## config.mk

```make
export PLATFORM = sky130hd
export DESIGN_NAME = spq_step
export DESIGN_NICKNAME = d
export VERILOG_FILES = /design/src/hdl/spq_pkg.sv /design/src/hdl/spq_step.sv
export SDC_FILE = /design/constraint.sdc
export NUM_CORES = 1
export LEC_CHECK = 0
export BUFFER_PORTS_ARGS = -buffer_cell sky130_fd_sc_hd__buf_4
export CORE_MARGIN = 2
export CORE_UTILIZATION = 45
export DETAILED_ROUTE_END_ITERATION = 10
export PLACE_DENSITY = 0.9
export SYNTH_ARGS = -nofsm -noshare
export SYNTH_HDL_FRONTEND = slang
export SYNTH_SLANG_ARGS = --single-unit
```

## constraint.sdc

```tcl
create_clock -name vclk -period 5.4
set_input_delay 1.08 -clock vclk [all_inputs]
set_output_delay 1.08 -clock vclk [all_outputs]
set_load 0.05 [all_outputs]
```

## src/hdl/spq_pkg.sv

```systemverilog
`timescale 1ns / 1ps
// Shared types, codes and field offsets for the sorted priority queue.
// No dependencies; used by the top level, the step unit and the checker.

package spq_pkg;

    localparam int unsigned DEFAULT_DEPTH = 128;

    localparam int unsigned VALUE_W = 32;
    localparam int unsigned PRIO_W  = 16;
    localparam int unsigned FUNC_W  = 2;
    localparam int unsigned STAT_W  = 2;
    localparam int unsigned CNT_W   = 8;

    // Input tdata layout, lowest bit first.
    localparam int unsigned IN_FUNC_LSB  = 0;
    localparam int unsigned IN_VALUE_LSB = IN_FUNC_LSB + FUNC_W;
    localparam int unsigned IN_PRIO_LSB  = IN_VALUE_LSB + VALUE_W;
    localparam int unsigned IN_BITS      = IN_PRIO_LSB + PRIO_W;
    localparam int unsigned IN_DATA_W    = ((IN_BITS + 7) / 8) * 8;

    // Output tdata layout, lowest bit first.
    localparam int unsigned OUT_VALUE_LSB = 0;
    localparam int unsigned OUT_STAT_LSB  = OUT_VALUE_LSB + VALUE_W;
    localparam int unsigned OUT_OCC_LSB   = OUT_STAT_LSB + STAT_W;
    localparam int unsigned OUT_REM_LSB   = OUT_OCC_LSB + CNT_W;
    localparam int unsigned OUT_BITS      = OUT_REM_LSB + CNT_W;
    localparam int unsigned OUT_DATA_W    = ((OUT_BITS + 7) / 8) * 8;

    typedef enum logic [FUNC_W-1:0] {
        FUNC_ENQ = 2'd0,
        FUNC_DEQ = 2'd1,
        FUNC_REM = 2'd2,
        FUNC_NOP = 2'd3
    } func_t;

    typedef enum logic [STAT_W-1:0] {
        STAT_OK    = 2'd0,
        STAT_FULL  = 2'd1,
        STAT_EMPTY = 2'd2,
        STAT_RSVD  = 2'd3
    } status_t;

    typedef struct packed {
        logic [PRIO_W-1:0]  prio;
        logic [VALUE_W-1:0] value;
    } entry_t;

    // Decision of the step unit for one stored entry.
    typedef struct packed {
        logic   we;        // write the memory this step
        entry_t wdata;     // data to write
        logic   inserted;  // enqueue: new entry already placed
        entry_t carry;     // enqueue: entry displaced toward the tail
        logic   keep;      // remove: entry survives, advance write pointer
        logic   grab;      // dequeue: capture the front value
    } step_t;

endpackage

```

## src/hdl/spq_step.sv

```systemverilog
`timescale 1ns / 1ps
// Per-entry decision unit of the sorted priority queue, shared by all operations.
// Depends on spq_pkg.

module spq_step (
    input  spq_pkg::func_t             func,
    input  logic [spq_pkg::PRIO_W-1:0] prio_req,
    input  logic                       first,
    input  spq_pkg::entry_t            rd_entry,
    input  spq_pkg::entry_t            carry,
    input  logic                       inserted,
    output spq_pkg::step_t             step
);

    logic hit;
    logic match;

    // Strictly lower priority: equal priorities stay ahead of the new entry.
    assign hit   = !inserted && ($signed(rd_entry.prio) < $signed(prio_req));
    assign match = (rd_entry.prio == prio_req);

    always_comb begin
        step          = '0;
        step.inserted = inserted;
        step.carry    = carry;
        step.wdata    = rd_entry;
        unique case (func)
            spq_pkg::FUNC_ENQ: begin
                step.inserted = inserted | hit;
                if (inserted | hit) begin
                    step.we    = 1'b1;
                    step.wdata = carry;
                    step.carry = rd_entry;
                end
            end
            spq_pkg::FUNC_DEQ: begin
                step.grab = first;
                step.we   = !first;
            end
            spq_pkg::FUNC_REM: begin
                step.keep = !match;
                step.we   = !match;
            end
            default: begin
                step.we = 1'b0;
            end
        endcase
    end

endmodule

```

Word level (Yosys, flattened, before mapping)
Index checks and enable logic that the tools add are counted.

word-level totals
  register bits = 0
  bits in latches = 0
  memory bits (writable) = 0
  ROM bits = 0
  output and inout bits = 100
  word-level logic and storage cells = 16
  memories kept = 0

operators by class
  add/subtract/negate cells = 0
  multiply operators = 0
  divide/modulo/power cells = 0
  order comparisons = 1
  equality and inequality tests = 3
  shift-type cells = 0
  multiplexer cells = 6
  bitwise gates (word level) = 1
  reduce and logical (&&, ||, !) cells = 5

operators with widths
  cell                                                             count
  97-bit 2-to-1 mux                                                1
  49-bit 2-to-1 mux                                                1
  48-bit 2-to-1 mux                                                1
  16-bit == test                                                   1
  16-bit less-than comparator                                      1
  1-bit logical NOT                                                3
  1-bit case mux with 3 select lines                               1
  2-bit by 1-bit == test with 1-bit output, second input constant  1
  2-bit == test, second input constant                             1
  2-bit logical NOT                                                1
  1-bit 2-to-1 mux                                                 2
  1-bit logical AND                                                1
  1-bit bitwise OR                                                 1

Longest topological paths before layout
Gate-level depths: netlist (run 1).

  word-level depth = 5
  gate-level depth with buffers = 11
  depth with buffers taken out = 7

Least setup slack after synthesis (run 1)
OpenSTA, ideal clock, no wires.

  kind = input to output
  from = in prio_req[15] (netlist name)
  to = out step[83] (netlist name)
  arrival = 4,328 ps
  data required time = 4,320 ps
  setup slack = -8 ps
  cell stages on the path = 9
  buffers on the path = 2
  path through = inv_1 -> ha_1 -> nand4_2 -> nor4_2 -> o21ai_1 -> and4_1 -> buf_2 -> buf_6 -> o311ai_0

RTL lines
  element             RTL line        text
  start: declaration  spq_step.sv:7   input logic [spq_pkg::PRIO_W-1:0] prio_req,
  end: declaration    spq_step.sv:12  output spq_pkg::step_t step

==> impl_metrics.csv, run 1 <==
group,metric,value,unit
layout,antenna_cells,0,
floorplanning,initial_utilization,46.9,%
timing,final.period_utilization,91.2,%
critical_path,crit_slowest_cell,"and4_2",
routing,wl,15100,um
timing,fmax,203,MHz
layout,fillCellCount,684,
timing,setup_viol,0,
power,combPwrFrac,100.0,%
floorplanning,num_rows,32,
power,switching_share,69.6,%
routing,wl_per_cell,17.2,um
routing,drtPass1Iterations,7,
clocking,cts_resized,0,
logic_synthesis,syn_inst,645,
timing,finalWorstPathRequiredPeriod,4930,ps
logic_synthesis,synth.distinct_cells,32,
clocking,postCtsHoldBufs,0,
global_routing,grt_pass1_wl,23800,um
timing,maxSlewViolCount,0,
critical_path,path_buf_inv,3,
flow_run,drv_cap,0,
logic_synthesis,seq_area_frac_synth,0,%
power,peakVddDrop,90.5,uV
global_routing,grt_max_degree,98,
logic_synthesis,yosys_warnings,0,
critical_path,critPathKind,"input pin to output port",
critical_path,cp_cell_sequence,"buf_4 > ha_1 > nand4_2 > nor4_2 > o21ai_4 > and4_2 > buf_4 > o21ai_0 > buf_4",
power,seqPwrFrac,0,%
critical_path,worstSetupStartpointType,"input pin",
logic_synthesis,synth.top_cells.by_area,"a32oi_1 (23%), nand2_1 (20%), a211oi_1 (19%)",
floorplanning,die_h,94.0,um
global_routing,use_met2,53.3,%
timing,slew-limit-headroom,27.5,%
logic_synthesis,syn-num-nets,777,
global_routing,met1_usage,42.6,%
layout,regArea,0,sq um
routing,first_iter_violations,501,
global_routing,grt-ovfl-total,0,
timing,fin_ws,473,ps
critical_path,cp_data_required_time,4320,ps
logic_synthesis,synth_top_cell_by_area,"a32oi_1",
critical_path,endpoint_kind,"output port",
outcome,status,"finished clean",
logic_synthesis,synth.top_cell.area_share,22.8,%
floorplanning,dieWidth,94.0,um
layout,area_growth,42.7,%
placed_design,io_buffers,216,
layout,seq_cells,0,
power,power_density,153,mW/mm^2
critical_path,crit_family,"simple AND/OR/NAND/NOR gates",
placed_design,hpwl,9820,um
timing,rsz0062_at_grt,"false",
global_routing,groute.layer.met3.usage,1.77,%
layout,nClkBuffers,0,
floorplanning,die_area,0.00884,sq mm
critical_path,arrival,3850,ps
critical_path,max_stage_delay,530,ps
clocking,cts_setup_buffers,0,
power,p_switching,0.000556,W
global_routing,first_global_vias,4987,
timing,final-hold-violation-count,0,
layout,nets,912,
hold_path,hp-class,"input pin to output port",
power,power_frac_clock,0,%
routing,drc,0,
layout,drive_gt1_share,30.5,%
routing,ant_nets,0,
placed_design,post-place-ws,521,ps
global_routing,antenna_found_initial,0,
floorplanning,ios,216,
logic_synthesis,synth_area_per_cell,5.65,sq um
floorplanning,core_area,0.00777,sq mm
power,cellLeakagePower,2.12,nW
routing,via_per_inst,6.71,
critical_path,path_common_cell,"buf_4",
layout,multi_input_area,0.00329,sq mm
power,p_int,0.000243,W
global_routing,busiest_layer,"met2",
timing,fin_tns_setup,0,ps
placed_design,gp_congestion,0.888,
routing,num_vias,5901,
logic_synthesis,netlist_area,0.00364,sq mm
critical_path,cp_max_fo,68,
timing,worst_pin_slew,1090,ps
global_routing,grt_util_all_layers,30.9,%
## cells by family after synthesis
logic type / Yosys count / share of synthesized area (%)
compound gates: 302 / 58.6
fa+ha+maj: 16 / 5.49
buf+inv: 110 / 11.8
simple gates: 217 / 24.1
## per-stage QoR
step           instance area (sq um)  hold WS (ps)  power (W)  cells  utilization, %
6_report                        5200          2560   0.000799    880            67.0
3_5_place_dp                    5200          2560   0.000790    880            67.0
3_3_place_gp                    5200          2560   0.000777    880            67.0
5_1_grt                         5200          2580   0.000839    880            67.0
4_1_cts                         5200          2560   0.000792    880            67.0
2_1_floorplan                   3640          2400   0.000520    645               -
## synth_stat cells (2+ instances only)
| library cell | number |
|---|---|
| nand2_1 | 195 |
| o21ai_0 | 96 |
| a32oi_1 | 95 |
| a211oi_1 | 94 |
| clkbuf_1 | 81 |
| inv_1 | 17 |
| ha_1 | 16 |
| buf_2 | 8 |
| a21oi_1 | 5 |
| nand4_1 | 5 |
| nor2_1 | 4 |
| a21o_1 | 3 |
| buf_1 | 3 |
| o21ai_1 | 3 |
| and4_1 | 2 |
| nor2b_1 | 2 |
## area by class of cell
| class | count | area share, % |
|---|---|---|
| inverter | 17 | 1.23 |
| timing repair buffer | 226 | 33.1 |
| tap | 102 | 2.45 |
| multi-input combinational | 535 | 63.2 |
## metal layers
layer | share of wire [%] | wire [um]
met3 | 9.2 | 1390
met2 | 49 | 7430
met4 | 2.0 | 299
met1 | 40 | 5990
met5 | 0 | 0
## path summary, 6_finish.rpt
kind / start / endpoint / slack, ps / cells past startpoint
setup / recovery: rd_entry[47] / step[20] / 470 / 9
hold / removal: carry[28] / step[79] / 2560 / 4
## placed cells by master, fill, tap and decap left out, types with 2 or more instances in the layout
| master | n |
|---|---|
| a211oi_1 | 94 |
| a21o_1 | 2 |
| a21oi_1 | 5 |
| a32oi_1 | 95 |
| buf_12 | 2 |
| buf_4 | 224 |
| ha_1 | 16 |
| inv_1 | 17 |
| nand2_1 | 195 |
| nand4_1 | 5 |
| nor2_1 | 3 |
| nor2b_1 | 2 |
| o21ai_0 | 96 |
| o21ai_4 | 3 |
## power groups by stage
stage / clock (W) / sequential (W) / combinational, W
finish: 0 / 0 / 0.000799
global route: 0 / 0 / 0.000839
CTS: 0 / 0 / 0.000792
detailed placement: 0 / 0 / 0.000790
global placement: 0 / 0 / 0.000777
floorplan: 0 / 0 / 0.000520
No activity file was read; power rests on OpenSTA's default activity.
==> run 2, diff against run 1 <==
Settings changed: CELL_PAD_IN_SITES_DETAIL_PLACEMENT set to 0, CELL_PAD_IN_SITES_GLOBAL_PLACEMENT set to 2, CORE_MARGIN 2 to 3, CORE_UTILIZATION 45 to 23, PLACE_DENSITY 0.9 to 0.95.
==> run 2 against run 1 <==
- routed wire length up 12%
- worst hold slack gained 2.5 ps
- non-clock buffer count rose by 4
- largest cell class unchanged
- largest power group unchanged
- highest routed layer unchanged
==> impl_metrics.csv, run 2 (same netlist as run 1, synthesis figures left out) <==
group,metric,value,unit
outcome,status,"finished clean",
clocking,postCtsHoldBufs,0,
routing,wl_per_cell,17.0,um
routing,wl,16900,um
timing,fin_tns_setup,0,ps
power,peakVddDrop,55.1,uV
layout,layout_common_cells,"buf_4 (229), nand2_1 (195), o21ai_0 (96)",
critical_path,arrival,3670,ps
global_routing,grt_pass1_wl,26700,um
layout,area_growth,47.1,%
critical_path,worstSetupStartpointType,"input pin",
layout,nets,916,
routing,drtPass1Iterations,5,
critical_path,max_stage_delay,500,ps
floorplanning,num_rows,45,
routing,first_iter_violations,455,
power,p_int,0.000244,W
critical_path,crit_slowest_cell,"nor4_2",
global_routing,first_global_vias,5050,
timing,slew-limit-headroom,28.5,%
layout,seq_cells,0,
timing,maxSlewViolCount,0,
floorplanning,initial_utilization,23.7,%
critical_path,cp_data_required_time,4320,ps
timing,setup_viol,0,
power,switching_share,69.6,%
floorplanning,die_area,0.0174,sq mm
flow_run,drv_cap,0,
power,p_switching,0.000558,W
power,seqPwrFrac,0,%
critical_path,cp_cell_sequence,"buf_4 > ha_1 > nand4_2 > nor4_2 > o21ai_4 > and4_2 > buf_4 > o21ai_0 > buf_4",
layout,regArea,0,sq um
global_routing,grt_max_degree,98,
critical_path,cp_max_fo,42,
routing,ant_nets,0,
power,cellLeakagePower,2.14,nW
placed_design,hpwl,10800,um
hold_path,min_delay_path_depth,4,
timing,final.period_utilization,88.0,%
global_routing,antenna_found_initial,0,
power,combPwrFrac,100.0,%
hold_path,min_from,"carry[39]",
hold_path,min_to,"step[90]",
placed_design,io_buffers,216,
routing,drc,0,
floorplanning,core_area,0.0154,sq mm
layout,fin_cells,993,
layout,nClkBuffers,0,
layout,layout_commonest_cell,"buf_4",
floorplanning,dieWidth,132,um
global_routing,grt-ovfl-total,0,
critical_path,path_common_cell,"buf_4",
timing,fmax,210,MHz
floorplanning,die_h,132,um
timing,rsz0062_at_grt,"false",
timing,worst_pin_slew,1070,ps
critical_path,endpoint_kind,"output port",
global_routing,grt_util_all_layers,17.2,%
timing,finalWorstPathRequiredPeriod,4750,ps
placed_design,dpl.cell_count,993,
timing,final-hold-violation-count,0,
layout,drive_gt1_share,30.8,%
floorplanning,ios,216,
critical_path,critPathKind,"input pin to output port",
hold_path,hp-class,"input pin to output port",
clocking,cts_resized,0,
clocking,cts_setup_buffers,0,
layout,antenna_cells,0,
routing,num_vias,5518,
power,power_density,150,mW/mm^2
power,power_frac_clock,0,%
routing,via_per_inst,5.56,
placed_design,gp_congestion,0.779,
## run 2: cell count changes in the layout (fill, tap and decap cells not counted), sizes merged
cell,before,now
buf,226,230
## run 2: layout make-up
type / instances / area [sq um]
fill: 1706 / 10000
inverter: 17 / 63.8
multi-input combinational: 535 / 3300
tap: 211 / 264
timing repair buffer: 230 / 1740
## run 2: metal layers
| layer | GRT usage (%) | share of wire [%] | wire length, um | vias to the layer above |
|---|---|---|---|---|
| met5 | 0 | 0 | 0 | - |
| met4 | 1.58 | 0.66 | 112 | 0 |
| met3 | 2.25 | 6.2 | 1040 | 6 |
| met2 | 28.4 | 47 | 7880 | 206 |
| met1 | 24.7 | 46 | 7830 | 2563 |
| li1 | - | - | - | 2743 |
## run 2: how the worst max path moves through the flow
| stage | startpoint | end | slack (ps) |
|---|---|---|---|
| 2_1_floorplan | prio_req[15] | step[67] | 540 |
| 4_1_cts | rd_entry[47] | step[21] | 620 |
| 5_1_grt | rd_entry[47] | step[98] | 430 |
| 3_5_place_dp | rd_entry[47] | step[21] | 620 |
| 6_report | rd_entry[47] | step[46] | 650 |
| 3_3_place_gp | rd_entry[47] | step[34] | 690 |
## run 2: power groups by stage
stage                     Sequential [W]  Combinational, W  Clock, W
after floorplan                        0          0.000520         0
after global placement                 0          0.000805         0
after detailed placement               0          0.000802         0
after CTS                              0          0.000805         0
after global routing                   0          0.000849         0
final                                  0          0.000802         0
## run 2: metrics by stage
stage,area (sq um),util (%),total power (W),hold slack (ps),worst slack (ps)
after floorplan,3640,-,0.000520,2400,540
after global placement,5360,34.9,0.000805,2560,690
after detailed placement,5360,34.9,0.000802,2560,624
after CTS,5360,34.9,0.000805,2560,624
after global routing,5360,34.9,0.000849,2580,435
final,5360,34.9,0.000802,2560,648
## run 2: worst max-delay path: cells and delay by family
| kind | cells | cell delay [ps] |
|---|---|---|
| compound gates | 2 | 310 |
| fa+ha+maj | 1 | 410 |
| buf+inv | 3 | 690 |
| simple gates | 3 | 1150 |
